### src/rtl/grid_city_block_distance_transform_top_defines.svh
// assertion macros shared by the distance transform rtl
// expects clk and rst_n in the scope of each use
`ifndef GRID_CITY_BLOCK_DISTANCE_TRANSFORM_TOP_DEFINES_SVH
`define GRID_CITY_BLOCK_DISTANCE_TRANSFORM_TOP_DEFINES_SVH

// consequent holds in the same cycle
`define GCBDT_ASSERT_NOW(label, ante, cons, msg) \
  label: assert property (@(posedge clk) disable iff (!rst_n) (ante) |-> (cons)) \
    else $error(msg);

// consequent holds in the next cycle
`define GCBDT_ASSERT_NEXT(label, ante, cons, msg) \
  label: assert property (@(posedge clk) disable iff (!rst_n) (ante) |=> (cons)) \
    else $error(msg);

`endif

### src/rtl/gcbdt_pkg.sv
// shared constants, types and codes for the distance transform block
// no dependencies
package gcbdt_pkg;

  localparam int MAX_ROWS = 64;
  localparam int MAX_COLS = 64;
  localparam int ROW_W    = $clog2(MAX_ROWS);
  localparam int COL_W    = $clog2(MAX_COLS);
  localparam int ADDR_W   = ROW_W + COL_W;
  localparam int CELLS    = MAX_ROWS * MAX_COLS;
  localparam int CNT_W    = 7;
  localparam int DIST_W   = 7;
  localparam int WORK_W   = 8;
  localparam int REQ_W    = 2;

  localparam logic [WORK_W-1:0] FAR      = '1;
  localparam logic [DIST_W-1:0] DIST_MAX = '1;

  localparam logic [REQ_W-1:0] REQ_WRITE   = 2'd0;
  localparam logic [REQ_W-1:0] REQ_COMPUTE = 2'd1;
  localparam logic [REQ_W-1:0] REQ_READ    = 2'd2;

  localparam logic REG_ROWS = 1'b0;
  localparam logic REG_COLS = 1'b1;

  typedef enum logic [2:0] {
    ST_IDLE,
    ST_FWD_RD,
    ST_FWD_WR,
    ST_BWD_RD,
    ST_BWD_WR,
    ST_RESP
  } state_t;

  typedef struct packed {
    logic [CNT_W-1:0] rows;
    logic [CNT_W-1:0] cols;
  } grid_cfg_t;

  typedef struct packed {
    logic accept;
    logic sel_input;
    logic dir_bwd;
    logic fwd_init;
    logic bwd_init;
    logic step;
    logic wr_fwd;
    logic wr_bwd;
    logic commit;
    logic out_load;
  } ctrl_cmd_t;

  typedef struct packed {
    logic last_cell;
    logic out_valid;
  } dp_sts_t;

endpackage

### src/rtl/gcbdt_cfg.sv
// configuration registers behind the apb-style port
// depends on gcbdt_pkg
module gcbdt_cfg (
  input  logic                  clk,
  input  logic                  rst_n,
  input  logic                  cfg_psel,
  input  logic                  cfg_penable,
  input  logic                  cfg_pwrite,
  input  logic [2:0]            cfg_paddr,
  input  logic [31:0]           cfg_pwdata,
  output logic [31:0]           cfg_prdata,
  output logic                  cfg_pready,
  output gcbdt_pkg::grid_cfg_t  grid_cfg
);

  logic [gcbdt_pkg::CNT_W-1:0] rows_r;
  logic [gcbdt_pkg::CNT_W-1:0] cols_r;
  logic                        wr_en;
  logic                        sel;

  assign cfg_pready = 1'b1;
  assign sel        = cfg_paddr[2];
  assign wr_en      = cfg_psel && cfg_penable && cfg_pwrite && cfg_pready;

  always_ff @(posedge clk) begin
    if (!rst_n) begin
      rows_r <= gcbdt_pkg::CNT_W'(gcbdt_pkg::MAX_ROWS);
      cols_r <= gcbdt_pkg::CNT_W'(gcbdt_pkg::MAX_COLS);
    end else if (wr_en) begin
      unique case (sel)
        gcbdt_pkg::REG_ROWS: rows_r <= cfg_pwdata[gcbdt_pkg::CNT_W-1:0];
        gcbdt_pkg::REG_COLS: cols_r <= cfg_pwdata[gcbdt_pkg::CNT_W-1:0];
        default: ;
      endcase
    end
  end

  always_comb begin
    cfg_prdata = '0;
    unique case (sel)
      gcbdt_pkg::REG_ROWS: cfg_prdata[gcbdt_pkg::CNT_W-1:0] = rows_r;
      gcbdt_pkg::REG_COLS: cfg_prdata[gcbdt_pkg::CNT_W-1:0] = cols_r;
      default: ;
    endcase
  end

  // zero acts as one, above the maximum acts as the maximum
  always_comb begin
    if (rows_r == '0) begin
      grid_cfg.rows = gcbdt_pkg::CNT_W'(1);
    end else if (rows_r > gcbdt_pkg::CNT_W'(gcbdt_pkg::MAX_ROWS)) begin
      grid_cfg.rows = gcbdt_pkg::CNT_W'(gcbdt_pkg::MAX_ROWS);
    end else begin
      grid_cfg.rows = rows_r;
    end
    if (cols_r == '0) begin
      grid_cfg.cols = gcbdt_pkg::CNT_W'(1);
    end else if (cols_r > gcbdt_pkg::CNT_W'(gcbdt_pkg::MAX_COLS)) begin
      grid_cfg.cols = gcbdt_pkg::CNT_W'(gcbdt_pkg::MAX_COLS);
    end else begin
      grid_cfg.cols = cols_r;
    end
  end

endmodule

### config.mk
export PLATFORM = sky130hd
export DESIGN_NAME = gcbdt_cfg
export DESIGN_NICKNAME = d
export VERILOG_FILES = /design/src/rtl/grid_city_block_distance_transform_top_defines.svh /design/src/rtl/gcbdt_pkg.sv /design/src/rtl/gcbdt_cfg.sv
export SDC_FILE = /design/constraint.sdc
export NUM_CORES = 1
export LEC_CHECK = 0
export ABC_AREA = 1
export BUFFER_PORTS_ARGS = -buffer_cell sky130_fd_sc_hd__buf_2
export CAP_MARGIN = 20
export CORE_ASPECT_RATIO = 1.25
export CORE_MARGIN = 2
export CORE_UTILIZATION = 40
export DETAILED_ROUTE_END_ITERATION = 7
export GPL_ROUTABILITY_DRIVEN = 0
export PLACE_DENSITY = 0.82
export SLEW_MARGIN = 20
export SYNTH_ARGS = -nofsm -noshare
export SYNTH_HDL_FRONTEND = slang
export SYNTH_SLANG_ARGS = --single-unit
### constraint.sdc
create_clock -name clk -period 1.7 [get_ports clk]
set_clock_uncertainty 0.05 [all_clocks]
set_input_delay 0.17 -clock clk [delete_from_list [all_inputs] [get_ports clk]]
set_output_delay 0.17 -clock clk [all_outputs]
set_load 0.01 [all_outputs]
### Word-level counts from Yosys, hierarchy flattened

Cells that the tools add are included.

* input port bits: 40
* bits in registers: 14

* bitwise gates (word level): 1
* multiplexer cells: 5
* magnitude comparators: 2
* reductions and logical operators: 6

Operators with widths (count)
* $mux 7: 4
* $gt 7x7->1 const B: 2
* $logic_not 7->1: 2
* $pmux 7 s2: 1
* $reduce_and 2->1: 2
* $logic_and 1x1->1: 2
* $not 1->1: 1

### Depth between registers and ports, before layout

Gate-level depths: netlist of the first run.

* word-level depth: 3
* depth in mapped cells: 6
* mapped depth without buffers: 5

### Worst setup path before layout of the first run

No wires, ideal clock.

* path kind: register to output
* from: register cols_r[2] (netlist name)
* to: output port grid_cfg[1] (netlist name)
* setup slack: 0.678 ns
* cell stages (with the launch flop): 6
* arrival time: 0.802 ns
* buffers on the path: 0
* cells stage by stage: dfxtp_1 nor2_1 nand3_1 nand2_1 inv_1 nor2_1

RTL lines
* start, declared: line gcbdt_cfg.sv:17 `logic [gcbdt_pkg::CNT_W-1:0] cols_r;`
* start signal, assigned: line gcbdt_cfg.sv:28 `cols_r <= gcbdt_pkg::CNT_W'(gcbdt_pkg::MAX_COLS);`
* start signal, assigned: line gcbdt_cfg.sv:32 `gcbdt_pkg::REG_COLS: cols_r <= cfg_pwdata[gcbdt_pkg::CNT_W-1:0];`
* end, declared: line gcbdt_cfg.sv:13 `output gcbdt_pkg::grid_cfg_t grid_cfg`

==> flow_summary_export.csv, run 1 <==
group,metric,value,unit
clock_tree,tritoncts,"done",
yosys,synth_edf_count,0,
setup_path,crit_start,"cols_r[2]",
setup_path,crit_fanout,4,
yosys,synth_cell_type_count,16,
die,fp.dieW,49.2,µm
clock_tree,cts_buffer_depth,2,
setup_path,regToRegSetupSlack,0.94,ns
setup_path,critPathBufInv,2,
die,placementRows,20,
die,initial_core_util,42.1,%
yosys,ys_top_cells_by_area,"dfxtp_1 (27%), buf_4 (20%), nor2_1 (15%), nand2_1 (11%), nand3_1 (8.3%)",
yosys,synth_top_area_share,27.5,%
flow_run,drv_cap,0,
setup_path,critPathMostFrequentCell,"nor2_1",
setup_path,timing.rr.end,"cols_r[6]",
yosys,ys.flop_type,"dfxtp_1",
sta,grt_setup_unrepaired,"no",
setup_path,crit_path_top_delay_cell,"dfxtp_1",
sta,maxSlewViolCount,0,
clock_tree,cts_hold_buffers,0,
sta,fmaxAchievable,0.707,GHz
finish,num-fill-cells,290,
place,port_buffers,33,
clock_tree,clock_latency,0.28,ns
clock_tree,cts.sinks,14,
die,core-area,2430,µm²
place,hpwl,1630,µm
finish,drive_gt1_share,21.0,%
setup_path,end_kind,"output pin",
die,io_pins,87,
clock_tree,clock_tree.root_cell,"clkbuf_4",
setup_path,worst_ep_required_time,1.48,ns
route,drt-total-wl,1980,µm
die,die_h,60.5,µm
finish,nets,241,
yosys,synth_common_cells,"nor2_1 (41), nand2_1 (30), buf_4 (27), inv_1 (20), nand3_1 (17)",
clock_tree,post_cts_resized,0,
die,die-area,2980,µm²
yosys,yosysTopAreaCell,"dfxtp_1",
yosys,async_flop_share,0,%
run_status,outcome,"finished clean",
yosys,yosys_warnings,0,
finish,area_growth,11.4,%
yosys,syn_area,1020,µm²
global_route,grt_pass1_wl,3310,µm
global_route,grt.overflow.total,0,
yosys,ys_seq_area_share,27.5,%
setup_path,cpLargestDelayFamily,"simple AND/OR/NAND/NOR gates",
hold_path,hp-class,"input pin to flop",
global_route,antenna_found_initial,0,
power,peakVddDrop,0.389,mV
global_route,grt_pass1_vias,803,
setup_path,endpoint,"grid_cfg[1]",
route,vias,1001,
route,wl_per_cell,8.51,µm
clock_tree,numCtsBuffers,3,
yosys,synth.most_common_cell,"nor2_1",
global_route,grt_max_degree,23,
route,drc,0,
clock_tree,clk_pin_slew_worst_paths,0.08,ns
sta,hold_viol,0,
setup_path,path_class,"flop to output pin",
clock_tree,ctsHtreeMaxLevel,1,
setup_path,worstPathCellList,"nor2_1 -> nand3_1 -> nand2_1 -> inv_1 -> nor2_1 -> buf_2",
global_route,grt_usage,14.2,%
yosys,synth_cells,170,
power,powerDensity,649,nW/µm²
sta,finalCritPeriodShare,83.2,%
power,p_leak,0.628,nW
setup_path,path_depth,6,
sta,period_needed,1.41,ns
route,via_per_inst,4.30,
clock_tree,post-cts-setup-buffers,0,
sta,setup_viol_count_final,0,
setup_path,critPathLaunchType,"flop",
route,dr.pass1.iters,4,
setup_path,slowest_delay,0.35,ns
route,ant_nets,0,
setup_path,r2r_cells,2,
yosys,ys_ff_latch,14,
yosys,avgSynthCellArea,6.01,µm²
sta,hold_slack,0.0844,ns
route,drt_iter0_markers,7,
setup_path,worstPathArrival,1.19,ns
finish,diodes,0,
sta,final.setup.tns,0,ns
setup_path,reg2reg_from,"cols_r[6]",
## metrics by stage
stage / std cells / cell area, µm² / total power, W / util, % / worst slack [ns]
finish: 233 / 1140 / 0.000739 / 46.9 / 0.286
CTS: 233 / 1140 / 0.000747 / 46.9 / 0.269
floorplan: 194 / 1110 / 0.000512 / - / 0.678
global route: 233 / 1140 / 0.000788 / 46.9 / 0.0756
detailed placement: 229 / 1100 / 0.000514 / 45.4 / 0.558
global placement: 229 / 1100 / 0.000511 / 45.4 / 0.580
## sequential cells by signal, summed over array words and instances, names as in the netlist
| name | count |
|---|---|
| cols_r | 7 |
| rows_r | 7 |
## layer usage
| metal | global-route usage, % | wire (µm) | vias up |
|---|---|---|---|
| li1 | - | - | 523 |
| met1 | 18.3 | 879 | 420 |
| met2 | 23.2 | 882 | 54 |
| met3 | 2.46 | 187 | 4 |
| met4 | 7.35 | 33 | 0 |
| met5 | 0 | 0 | - |
## logic make-up (layout without fill, tap and decap cells)
logic type      Yosys count  after routing  synth area share (%)
simple gates             93             93                  38.2
compound gates            8              8                  3.92
buf+inv                  53             59                  29.7
flops                    14             14                  27.5
other cells               2             26                 0.736
## report_power, final
part | switching (W) | leakage (nW) | internal [W]
sequential | 0.0000127 | 0.114 | 0.000339
clock | 0.000102 | 0.0210 | 0.000130
combinational | 0.000104 | 0.493 | 0.0000496
total | 0.000219 | 0.628 | 0.000519
## final cells by class
type	count	area [µm²]	share of cell area, %
inverter	21	78.8	6.93
clock buffer	4	36.3	3.19
timing repair buffer	34	173	15.2
tap	33	41.3	3.63
sequential	14	280	24.6
multi-input combinational	127	528	46.4
## worst register-to-register path, stage by stage (launching register included)
cell	delay, ns
dfxtp_1	0.45
o21ai_0	0.13
nand3_1	0.08
## worst min path at each step
stage | start | endpoint | slack, ns | cells after the start
6_report | cfg_pwdata[6] | cols_r[6] | 0.08 | 3
3_3_place_gp | cfg_pwdata[6] | cols_r[6] | 0.36 | 3
5_1_grt | cfg_pwdata[6] | rows_r[6] | 0.1 | 3
3_5_place_dp | cfg_pwdata[6] | cols_r[6] | 0.38 | 3
4_1_cts | cfg_pwdata[6] | cols_r[6] | 0.08 | 3
2_1_floorplan | rst_n | rows_r[0] | 0.24 | 2
## placed cells by master (no fill, tap or decap), drive strengths merged
cell type	instances
inv	21
o21ai	8
nor3	1
conb	26
nand4	1
clkbuf	4
buf	34
dfxtp	14
nand3	18
nor2	43
nand2	30
No activity file was read; power rests on OpenSTA's default activity.
==> inputs of run 2 (changes only) <==
- CORE_UTILIZATION: 40 -> 34
- PLACE_DENSITY: 0.82 -> 0.75
- clock period: 1.7 -> 1.3 ns (I/O delays scaled with it)
==> run 2 against run 1 <==
Largest power group unchanged. Sequential power increased by 31%. The flow now finishes with violations (negative setup slack). Critical path type unchanged. Combinational power increased by 60%. Count of clock-buffer cells in the layout unchanged. Via count increased by 8.1%.
==> flow_summary_export.csv, run 2 (synthesis results as in run 1) <==
group,metric,value,unit
route,drc,0,
clock_tree,numCtsBuffers,3,
finish,nets,252,
sta,maxSlewViolCount,0,
place,place_ws,0.186,ns
setup_path,critPathLaunchType,"flop",
sta,grt_setup_unrepaired,"yes",
route,dr.pass1.iters,4,
clock_tree,clock_latency,0.27,ns
finish,drive_gt1_share,38.4,%
die,die-area,3460,µm²
die,fp.dieW,53.0,µm
sta,post-route-worst-setup-slack,-0.0485,ns
run_status,violations,"negative setup slack",
die,io_pins,87,
power,p_int,0.000702,W
die,placementRows,22,
flow_run,drv_cap,0,
route,ant_nets,0,
die,initial_core_util,35.3,%
setup_path,path_class,"flop to output pin",
route,drt_iter0_markers,11,
power,p_sw_share,30.8,%
power,peakVddDrop,0.366,mV
finish,reg_top3,"cols_r x7, rows_r x7",
place,hpwl,1750,µm
finish,diodes,0,
clock_tree,ctsHtreeMaxLevel,1,
power,clockPowerShare,30.2,%
sta,setup_viol_count_final,4,
finish,final_cell_mix,"nor2_1 (33), buf_2 (33), nand2_1 (28), conb_1 (26), inv_1 (18)",
route,wl_per_cell,9.81,µm
sta,fmaxAchievable,0.742,GHz
finish,area_growth,28.4,%
hold_path,hp-class,"input pin to flop",
power,p_total,0.00101,W
setup_path,reg2reg_from,"rows_r[0]",
global_route,antenna_found_initial,0,
clock_tree,cts_buffer_depth,2,
sta,finalCritPeriodShare,104,%
finish,num-fill-cells,308,
run_status,outcome,"finished, violations left",
route,drt-total-wl,2420,µm
die,core-area,2890,µm²
global_route,grt_pass1_vias,936,
die,die_h,65.3,µm
place,port_buffers,33,
clock_tree,cts_hold_buffers,0,
finish,final_area,1310,µm²
sta,final.setup.tns,-0.116,ns
clock_tree,clk_pin_slew_worst_paths,0.08,ns
clock_tree,cts.sinks,14,
global_route,grt.overflow.total,0,
route,vias,1082,
setup_path,crit_fanout,3,
setup_path,worstPathArrival,1.17,ns
global_route,grt_max_degree,23,
sta,period_needed,1.35,ns
power,p_sw,0.000312,W
setup_path,worst_ep_required_time,1.12,ns
place,placed_cell_area,1100,µm²
clock_tree,clock_tree.root_cell,"clkbuf_4",
global_route,grt_usage,14.7,%
global_route,grt_pass1_wl,3800,µm
sta,hold_viol,0,
power,power_frac_seq,45.4,%
power,comb_power_share,24.3,%
place,dp.cells,232,
setup_path,crit_start,"rows_r[0]",
finish,instances_no_fill,247,
route,via_per_inst,4.38,
setup_path,end_kind,"output pin",
power,p_leak,0.714,nW
power,powerDensity,774,nW/µm²
hold_path,min-delay-start,"cfg_pwdata[6]",
clock_tree,tritoncts,"done",
-- run 2: worst paths after layout --
| kind | to | slack, ns | cells after the start |
|---|---|---|---|
| setup / recovery | grid_cfg[12] | -0.05 | 6 |
| hold / removal | rows_r[6] | 0.03 | 3 |
| setup reg to reg | rows_r[0] | 0.50 | 3 |
| hold reg to reg | rows_r[2] | 0.47 | 2 |
-- run 2: stage by stage --
step | utilization, % | hold slack [ns]
after floorplan | - | 0.201
after global placement | 38.2 | 0.316
after detailed placement | 38.2 | 0.321
after CTS | 43.8 | 0.0229
after global routing | 45.4 | 0.0394
final | 45.4 | 0.0315
-- run 2: critical path: stages, from the launching register on --
cell and delay (ns):
dfxtp_4 0.37, nor2_4 0.10, nand3_2 0.09, nand2_2 0.07
inv_2 0.05, nor2_2 0.09, buf_2 0.13
-- run 2: cell type report --
cell class,instances,area [µm²],area share (%)
multi-input cells,127,588,44.8
inverters,21,78.8,6.01
clock buffers,4,36.3,2.77
well taps,36,45.0,3.44
flip-flops and latches,14,308,23.5
repair buffers,45,255,19.5
-- run 2: timing repair --
action / 4_1_cts / 5_1_grt
buffers inserted: 10 / 1
gates resized for setup: 26 / 15
pin swaps: 6 / 2
setup endpoints to repair: 8 / 12
-- run 2: layer usage --
layer	GRT usage, %	routed length (µm)
met5	0	0
met4	7.69	38
met3	0.682	185
met2	25.0	1160
met1	18.2	1040
-- run 2: power by group through the flow --
stage / Clock, W / Combinational (W) / Sequential (W)
final: 0.000307 / 0.000247 / 0.000461
after detailed placement: 0 / 0.000202 / 0.000471
after global routing: 0.000333 / 0.000278 / 0.000463
after floorplan: 0 / 0.000205 / 0.000465
after CTS: 0.000315 / 0.000231 / 0.000456
after global placement: 0 / 0.000199 / 0.000471
