<file path="src/rtl/grid_city_block_distance_transform_top_defines.svh">
// assertion macros shared by the distance transform rtl
// expects clk and rst_n in the scope of each use
`ifndef GRID_CITY_BLOCK_DISTANCE_TRANSFORM_TOP_DEFINES_SVH
`define GRID_CITY_BLOCK_DISTANCE_TRANSFORM_TOP_DEFINES_SVH

// consequent holds in the same cycle
`define GCBDT_ASSERT_NOW(label, ante, cons, msg) \
  label: assert property (@(posedge clk) disable iff (!rst_n) (ante) |-> (cons)) \
    else $error(msg);

// consequent holds in the next cycle
`define GCBDT_ASSERT_NEXT(label, ante, cons, msg) \
  label: assert property (@(posedge clk) disable iff (!rst_n) (ante) |=> (cons)) \
    else $error(msg);

`endif

</file>
<file path="src/rtl/gcbdt_pkg.sv">
// shared constants, types and codes for the distance transform block
// no dependencies
package gcbdt_pkg;

  localparam int MAX_ROWS = 64;
  localparam int MAX_COLS = 64;
  localparam int ROW_W    = $clog2(MAX_ROWS);
  localparam int COL_W    = $clog2(MAX_COLS);
  localparam int ADDR_W   = ROW_W + COL_W;
  localparam int CELLS    = MAX_ROWS * MAX_COLS;
  localparam int CNT_W    = 7;
  localparam int DIST_W   = 7;
  localparam int WORK_W   = 8;
  localparam int REQ_W    = 2;

  localparam logic [WORK_W-1:0] FAR      = '1;
  localparam logic [DIST_W-1:0] DIST_MAX = '1;

  localparam logic [REQ_W-1:0] REQ_WRITE   = 2'd0;
  localparam logic [REQ_W-1:0] REQ_COMPUTE = 2'd1;
  localparam logic [REQ_W-1:0] REQ_READ    = 2'd2;

  localparam logic REG_ROWS = 1'b0;
  localparam logic REG_COLS = 1'b1;

  typedef enum logic [2:0] {
    ST_IDLE,
    ST_FWD_RD,
    ST_FWD_WR,
    ST_BWD_RD,
    ST_BWD_WR,
    ST_RESP
  } state_t;

  typedef struct packed {
    logic [CNT_W-1:0] rows;
    logic [CNT_W-1:0] cols;
  } grid_cfg_t;

  typedef struct packed {
    logic accept;
    logic sel_input;
    logic dir_bwd;
    logic fwd_init;
    logic bwd_init;
    logic step;
    logic wr_fwd;
    logic wr_bwd;
    logic commit;
    logic out_load;
  } ctrl_cmd_t;

  typedef struct packed {
    logic last_cell;
    logic out_valid;
  } dp_sts_t;

endpackage

</file>
<file path="src/rtl/gcbdt_ctrl.sv">
// controller: sequences item handling and the two raster passes
// depends on gcbdt_pkg and the assertion macro header
`include "grid_city_block_distance_transform_top_defines.svh"

module gcbdt_ctrl (
  input  logic                          clk,
  input  logic                          rst_n,
  input  logic                          in_valid,
  input  logic [gcbdt_pkg::REQ_W-1:0]   in_req_type,
  output logic                          in_stall,
  input  logic                          out_stall,
  input  gcbdt_pkg::dp_sts_t            sts,
  output gcbdt_pkg::ctrl_cmd_t          cmd
);

  gcbdt_pkg::state_t state_r;
  gcbdt_pkg::state_t state_nxt;

  always_ff @(posedge clk) begin
    if (!rst_n) begin
      state_r <= gcbdt_pkg::ST_IDLE;
    end else begin
      state_r <= state_nxt;
    end
  end

  always_comb begin
    state_nxt     = state_r;
    cmd           = '0;
    in_stall      = 1'b1;
    cmd.sel_input = (state_r == gcbdt_pkg::ST_IDLE);
    cmd.dir_bwd   = (state_r == gcbdt_pkg::ST_BWD_RD) || (state_r == gcbdt_pkg::ST_BWD_WR);
    unique case (state_r)
      gcbdt_pkg::ST_IDLE: begin
        in_stall   = !(!sts.out_valid || !out_stall);
        cmd.accept = in_valid && !in_stall;
        if (cmd.accept) begin
          if (in_req_type == gcbdt_pkg::REQ_COMPUTE) begin
            cmd.fwd_init = 1'b1;
            state_nxt    = gcbdt_pkg::ST_FWD_RD;
          end else begin
            state_nxt = gcbdt_pkg::ST_RESP;
          end
        end
      end
      gcbdt_pkg::ST_FWD_RD: begin
        state_nxt = gcbdt_pkg::ST_FWD_WR;
      end
      gcbdt_pkg::ST_FWD_WR: begin
        cmd.wr_fwd = 1'b1;
        if (sts.last_cell) begin
          cmd.bwd_init = 1'b1;
          state_nxt    = gcbdt_pkg::ST_BWD_RD;
        end else begin
          cmd.step  = 1'b1;
          state_nxt = gcbdt_pkg::ST_FWD_RD;
        end
      end
      gcbdt_pkg::ST_BWD_RD: begin
        state_nxt = gcbdt_pkg::ST_BWD_WR;
      end
      gcbdt_pkg::ST_BWD_WR: begin
        cmd.wr_bwd = 1'b1;
        if (sts.last_cell) begin
          cmd.commit = 1'b1;
          state_nxt  = gcbdt_pkg::ST_RESP;
        end else begin
          cmd.step  = 1'b1;
          state_nxt = gcbdt_pkg::ST_BWD_RD;
        end
      end
      gcbdt_pkg::ST_RESP: begin
        cmd.out_load = 1'b1;
        state_nxt    = gcbdt_pkg::ST_IDLE;
      end
      default: begin
        state_nxt = gcbdt_pkg::ST_IDLE;
      end
    endcase
  end

  `GCBDT_ASSERT_NEXT(a_item_to_resp, cmd.accept && (in_req_type != gcbdt_pkg::REQ_COMPUTE), state_r == gcbdt_pkg::ST_RESP, "single access item did not go to response")
  `GCBDT_ASSERT_NEXT(a_commit_to_resp, cmd.commit, state_r == gcbdt_pkg::ST_RESP, "transform end did not go to response")
  `GCBDT_ASSERT_NOW(a_resp_out_free, state_r == gcbdt_pkg::ST_RESP, !sts.out_valid, "output register busy at response")

endmodule

</file>
<file path="config.mk">
export PLATFORM = sky130hd
export DESIGN_NAME = gcbdt_ctrl
export DESIGN_NICKNAME = d
export VERILOG_FILES = /design/src/rtl/gcbdt_pkg.sv /design/src/rtl/gcbdt_ctrl.sv
export VERILOG_INCLUDE_DIRS = /design/src /design/src/rtl
export SDC_FILE = /design/constraint.sdc
export NUM_CORES = 1
export LEC_CHECK = 0
export BUFFER_PORTS_ARGS = -buffer_cell sky130_fd_sc_hd__buf_2
export CORE_AREA = 2 2 39 41
export DETAILED_ROUTE_END_ITERATION = 8
export DIE_AREA = 0 0 41 43
export PLACE_DENSITY = 0.55
export SYNTH_ARGS = -nofsm -noshare
export SYNTH_HDL_FRONTEND = slang
export SYNTH_SLANG_ARGS = --single-unit
</file>
<file path="constraint.sdc">
create_clock -name clk -period 1.4 [get_ports clk]
set_clock_uncertainty 0.15 [all_clocks]
set_input_delay 0.14 -clock clk [delete_from_list [all_inputs] [get_ports clk]]
set_output_delay 0.14 -clock clk [all_outputs]
set_load 0.03 [all_outputs]
</file>
Word-level counts from Yosys, hierarchy flattened
Index checks and enable logic that the tools add are counted.
Widths: inputs -> output; s select.
- register bits: 3
- bits of input ports: 8
- output and inout bits: 11
- logic and storage cells: 33
- equality and inequality tests: 7
- muxes and demuxes: 17
- reductions and logical operators: 8
- operator list (kind ; number):
    $pmux 3 s5 ; 1
    $mux 1 ; 11
    $mux 3 ; 3
    $eq 3x2->1 const B ; 2
    $eq 3x3->1 const B ; 2
    $mux 2 ; 2
    $eq 3x1->1 const B ; 1
    $logic_not 1->1 ; 3
    $logic_not 3->1 ; 1
    $eq 2x1->1 const B ; 1
    $logic_or 1x1->1 ; 2
    $ne 2x1->1 const B ; 1
    $reduce_or 2->1 ; 1
    $logic_and 1x1->1 ; 1

Logic depth before layout (Yosys ltp)
Gate-level depths: netlist (run 1).
- depth in word-level cells: 5
- gate-level depth with buffers: 4
- gate-level depth less buffers: 3

Worst setup path before layout (run 1)
OpenSTA, ideal clock, no wires.
- path kind: reg2out
- start: register state_r[0]
- end: output port cmd[6] in the netlist's numbering
- arrival: 1.543 ns
- data required time: 1.110 ns
- setup slack: -0.433 ns
- stages on the path, launching flop included: 4
- path buffers: 0
- path through: dfxtp_1 nor3_2 nand3_1 nor2_1
- RTL lines (element ; RTL line ; source):
    start, declared ; gcbdt_ctrl.sv:16 ; gcbdt_pkg::state_t state_r;
    start signal, assigned ; gcbdt_ctrl.sv:21 ; state_r <= gcbdt_pkg::ST_IDLE;
    start signal, assigned ; gcbdt_ctrl.sv:23 ; state_r <= state_nxt;
    end, declared ; gcbdt_ctrl.sv:13 ; output gcbdt_pkg::ctrl_cmd_t cmd

==> flow_summary.json, run 1 <==
{
  "yosys-mux-area-fraction": 0,
  "placed_cell_area_um2": 411.6,
  "drv_cap": 0,
  "cp-end-kind": "output port",
  "multi_input_area_um2": 212.7,
  "r2r-start": "state_r[1]$_SDFFE_PN0P_",
  "antennaDiodeCount": 0,
  "layoutNonFillerInstCount": 76,
  "antenna_left": 0,
  "setup_tns_ps": -872.6,
  "p_per_area_mw_per_mm2": 1043,
  "yosys.area.top_type_share": 0.2540,
  "finalCriticalPeriod_ps": 1561,
  "cts_sinks": 3,
  "vias": 328,
  "peakVddDrop_mv": 0.5366,
  "placeableCoreArea_mm2": 0.001384,
  "worstHoldStart": "in_valid",
  "dieWidth_um": 41,
  "worst_hold_path_type": "in2reg",
  "yosys.area_share.xor_xnor": 0,
  "cts_root_buf": "clkbuf_4",
  "rsz0062_at_grt": "true",
  "globalplace.congestion": 0.6940,
  "post-dp-hpwl_um": 469.9,
  "hold_viol": 0,
  "wl_per_cell_um": 10.18,
  "syn-num-nets": 37,
  "seqCellArea_um2": 68.82,
  "cp.required_ps": 1110,
  "synth_cell_types": 19,
  "synth_warnings": 0,
  "synthCells": 29,
  "reg_top3": "state_r (3)",
  "numCtsBuffers": 3,
  "final_common_cell": "buf_6",
  "via_per_inst": 4.316,
  "fill_cells": 140,
  "finalSetupViolations": 9,
  "wl_um": 774,
  "synth_simple_gate_area_frac": 0.5185,
  "ctsHtreeMaxLevel": 1,
  "drt_iter0_drc": 0,
  "crit_fanout": 4,
  "synth_area_um2": 236.5,
  "drive_above_1_share": 0.7667,
  "p_leak_nw": 0.2718,
  "grt_pass1_wl_um": 1200,
  "slew_violations": 0,
  "mostFrequentLayoutCells": "buf_6 (13), buf_2 (7), buf_4 (7), clkbuf_4 (3)",
  "largest_register_ffs": 3,
  "dr.pass1.iters": 1,
  "grtUsageTotal": 0.1023,
  "synth_top_family_by_area": "simple AND/OR/NAND/NOR gates",
  "startpoint": "state_r[1]$_SDFFE_PN0P_",
  "dp_cells": 65,
  "drc": 0,
  "nets": 69,
  "clock_latency_ps": 250,
  "top_register": "state_r",
  "area_delta_synth_final_pct": 146.6,
  "rows": 14,
  "violations": "setup timing",
  "grt_antenna_before_repair": 0,
  "finalCritPeriodShare": 1.115,
  "yosysSeqAreaShare": 0.2540,
  "fmax_mhz": 640.6,
  "start_kind": "register",
  "grt_start_max_net_pins": 9,
  "stdcell_area_um2": 583.1,
  "synth-compound-area-share": 0.1323,
  "fin_ws_ps": -161.2,
  "synth_adder_area_share": 0,
  "grt_pass1_vias": 307,
  "critical_path_class": "reg2out",
  "start_util": 0.1709,
  "crit_arrival_ps": 1270,
  "synth_area_leader_cell": "dfxtp_1",
  "worst_slew_pin_slew_ps": 295.0,
  "portBuffers": 18,
  "syn-mean-instance-area_um2": 8.154,
  "globalRoute.totalOverflow": 0,
  "cts_buffer_depth": 2,
  "boundaryPins": 19,
  "die_y_um": 43,
  "tritoncts": "yes",
  "yosys-top-cells-area": "dfxtp_1 (25%), nor3b_2 (11%), nand2b_1 (5.3%), buf_6 (4.8%), inv_1 (4.8%)",
  "clk_pin_slew_ps": 40,
  "relSlewSlack": 0.7982,
  "finalPower_mw": 0.6080,
  "synth_seq_cells": 3,
  "status": "finished, violations left",
  "die_area_mm2": 0.001763
}
worst max-delay path, cell delays in order (launching register included):
cell and delay [ps]:
dfxtp_2 330, buf_6 120, nor3b_4 270, nand2b_4 190, buf_6 130
stage by stage:
step	worst slack, ps	util	hold WS [ps]
2_1_floorplan	-101.1	-	106.3
5_1_grt	-213.5	0.4213	70.20
3_5_place_dp	52.50	0.2975	226.4
3_3_place_gp	48.75	0.2975	243.3
4_1_cts	-157.3	0.4087	46.78
6_report	-161.2	0.4213	52.84
synth_stat cells:
cell type / instances
a2111oi_0: 1
a211oi_1: 1
a31oi_1: 1
and2_4: 1
and3b_1: 1
buf_6: 1
dfxtp_1: 3
inv_1: 3
nand2_1: 3
nand2b_1: 2
nand3_1: 1
nand3b_1: 1
nand4_1: 1
nor2_1: 3
nor3_2: 1
nor3b_1: 1
nor3b_2: 2
nor4b_1: 1
o31a_1: 1
final timing paths:
kind / depth (start not counted) / slack, ps / endpoint
setup / recovery: 4 / -160 / cmd[7]
hold / removal: 3 / 50 / state_r[2]$_SDFFE_PN0P_
setup reg to reg: 5 / 100 / state_r[2]$_SDFFE_PN0P_
hold reg to reg: 1 / 380 / state_r[0]$_SDFFE_PN0P_
repair_timing:
item | in CTS | in global routing
setup buffers | 6 | 0
endpoints found under the hold margin | 2 | 0
resized for setup | 24 | 6
pin swaps | 9 | 5
setup endpoints to repair | 10 | 12
hold buffers | 1 | 0
layer usage:
metal,up-vias,share of wire,routed length [um],track usage
met5,-,0,0,0
li1,166,-,-,-
met1,144,0.42,326,0.1218
met3,2,0.068,53,0.02094
met2,16,0.48,375,0.1500
met4,0,0.023,18,0.08000
power by group:
part | switching [mW] | internal (mW) | leakage [nW]
Combinational | 0.159 | 0.164 | 0.230
Clock | 0.0556 | 0.107 | 0.0150
Sequential | 0.0236 | 0.0982 | 0.0264
final cells by class:
class,instances,area share
timing repair buffer,28,0.4185
multi-input combinational,22,0.3648
tap,16,0.03433
inverter,3,0.01931
sequential,3,0.1180
clock buffer,4,0.04506
logic make-up after synthesis:
logic type             after synthesis
buffers and inverters                4
AND/OR/NAND/NOR                     18
AO/OA/AOI/OAI                        4
flip-flops                           3
(Power assumes the default switching activity.)
==> run 2: changes to the inputs <==
--- a/config.mk
+++ b/config.mk
@@ -6,7 +6,7 @@
 export SDC_FILE = /design/constraint.sdc
 export NUM_CORES = 1
 export LEC_CHECK = 0
-export BUFFER_PORTS_ARGS = -buffer_cell sky130_fd_sc_hd__buf_2
+export BUFFER_PORTS_ARGS = -buffer_cell sky130_fd_sc_hd__clkbuf_2
 export CORE_AREA = 2 2 39 41
 export DETAILED_ROUTE_END_ITERATION = 8
 export DIE_AREA = 0 0 41 43
==> run 2 against run 1 <==
The run still ends with setup timing left. First-iteration DRC count is 4 higher. Worst hold slack lost 4.6 ps. Setup slack lost 16 ps. Sequential power about the same. Fmax decreased by 1.0%. Non-clock buffer count shrank 1. Design area grew 4.7%. Combinational power increased by 5%. Critical endpoint is now cmd[6]. Largest cell class unchanged. Largest power group unchanged.
==> flow_summary.json, run 2 (same netlist as run 1, synthesis figures left out) <==
{
  "status": "finished, violations left",
  "violations": "setup timing",
  "drt_iter0_drc": 4,
  "fin_ws_ps": -177.6,
  "numCtsBuffers": 3,
  "clk_pin_slew_ps": 40,
  "grt_start_max_net_pins": 10,
  "finalCritPeriodShare": 1.127,
  "reg_top3": "state_r (3)",
  "fmax_mhz": 633.9,
  "placeableCoreArea_mm2": 0.001384,
  "cts_root_buf": "clkbuf_4",
  "final_core_util": 0.4412,
  "grt_pass1_vias": 313,
  "ctsHtreeMaxLevel": 1,
  "power_frac_clock": 0.258,
  "p_sw_mw": 0.2370,
  "layoutNonFillerInstCount": 75,
  "die_area_mm2": 0.001763,
  "multi_input_area_um2": 205.2,
  "drive_above_1_share": 0.7288,
  "peakVddDrop_mv": 0.5588,
  "globalplace.congestion": 0.6436,
  "grtUsageTotal": 0.1195,
  "p_per_area_mw_per_mm2": 1021,
  "wl_um": 889,
  "grt_pass1_wl_um": 1276,
  "rsz0062_at_grt": "true",
  "cp-end-kind": "output port",
  "finalSetupViolations": 11,
  "dp_slack_ps": 0.5916,
  "relSlewSlack": 0.7850,
  "post-dp-hpwl_um": 500.9,
  "seqCellArea_um2": 71.32,
  "p_seq_frac": 0.201,
  "worst_hold_path_type": "in2reg",
  "top_register": "state_r",
  "placed_cell_area_um2": 416.7,
  "start_kind": "register",
  "stdcell_area_um2": 610.6,
  "antennaDiodeCount": 0,
  "crit_buf_inv": 2,
  "cts_sinks": 3,
  "antenna_left": 0,
  "cp.required_ps": 1110,
  "dieWidth_um": 41,
  "grt_antenna_before_repair": 0,
  "via_per_inst": 4.360,
  "critical_path_class": "reg2out",
  "final_common_cell": "clkbuf_2",
  "drc": 0,
  "portBuffers": 18,
  "tritoncts": "yes",
  "globalRoute.totalOverflow": 0,
  "dp_cells": 64,
  "swShare": 0.3801,
  "slew_violations": 0,
  "dr.pass1.iters": 4,
  "p_leak_nw": 0.2919,
  "slowest_delay_ps": 360,
  "cts_buffer_depth": 2,
  "boundaryPins": 19,
  "drv_cap": 0,
  "clock_latency_ps": 240,
  "path_cells": "buf_12, nor3_4, nand3_2, nor2_4, buf_8",
  "power_frac_comb": 0.541,
  "mostFrequentLayoutCells": "clkbuf_2 (7), buf_8 (6), buf_4 (6)",
  "worst_slew_pin_slew_ps": 314.4,
  "nets": 68,
  "start_util": 0.1709,
  "largest_register_ffs": 3,
  "rows": 14,
  "fill_cells": 133,
  "crit_arrival_ps": 1290,
  "wl_per_cell_um": 11.85,
  "rrSetupSlack_ps": 30,
  "die_y_um": 43,
  "vias": 327,
  "crit_fanout": 5,
  "crit_family": "simple AND/OR/NAND/NOR gates",
  "area_delta_synth_final_pct": 158.2,
  "slowest_stage": "dfxtp_4",
  "finalCriticalPeriod_ps": 1578,
  "intPower_mw": 0.3866,
  "hold_viol": 0
}
[run 2: final timing paths]
check                          start                      end  cells after the start
max          state_r[1]$_SDFFE_PN0P_                   cmd[6]                      5
min                         in_valid  state_r[2]$_SDFFE_PN0P_                      3
min reg2reg  state_r[0]$_SDFFE_PN0P_  state_r[0]$_SDFFE_PN0P_                      1
max reg2reg  state_r[1]$_SDFFE_PN0P_  state_r[2]$_SDFFE_PN0P_                      6
[run 2: timing repair]
item / in CTS / in global routing
setup endpoints to repair: 11 / 12
gates cloned: 0 / 0
hold buffers: 1 / 0
pin swaps: 3 / 5
resized for setup: 23 / 11
buffers inserted: 2 / 4
hold endpoints to repair: 2 / 0
[run 2: metrics by stage]
| step | setup TNS, ps | hold WS, ps | power [mW] |
|---|---|---|---|
| floorplan | -310.0 | 106.3 | 0.2861 |
| global placement | -2.869 | 227.4 | 0.3587 |
| detailed placement | 0 | 225.1 | 0.3589 |
| CTS | -1283 | 33.77 | 0.5953 |
| global route | -1669 | 54.06 | 0.6559 |
| finish | -1082 | 48.29 | 0.6236 |
[run 2: tightest hold or removal path, stage by stage]
cell	delay (ps)
clkbuf_2	110
nand4_1	70
a31oi_1	70
[run 2: per-layer routing]
layer | global-route usage | wire [um] | up-vias | part of all wire
met2 | 0.1531 | 500 | 16 | 0.56
met4 | 0.1400 | 0 | 0 | 0
met3 | 0.05236 | 49 | 0 | 0.055
met1 | 0.1254 | 339 | 147 | 0.38
met5 | 0 | 0 | - | 0
li1 | - | - | 164 | -
[run 2: power by group through the flow]
stage / registers [mW] / clock network, mW / logic (mW)
global placement: 0.126 / 0 / 0.233
finish: 0.125 / 0.161 / 0.338
global route: 0.126 / 0.174 / 0.356
floorplan: 0.117 / 0 / 0.169
CTS: 0.126 / 0.166 / 0.303
detailed placement: 0.127 / 0 / 0.232
[run 2: area by class of cell]
class | instances | area share
inverters | 3 | 0.01844
clock buffers | 4 | 0.04303
flip-flops and latches | 3 | 0.1168
well taps | 16 | 0.03279
multi-input cells | 22 | 0.3361
repair buffers | 27 | 0.4529
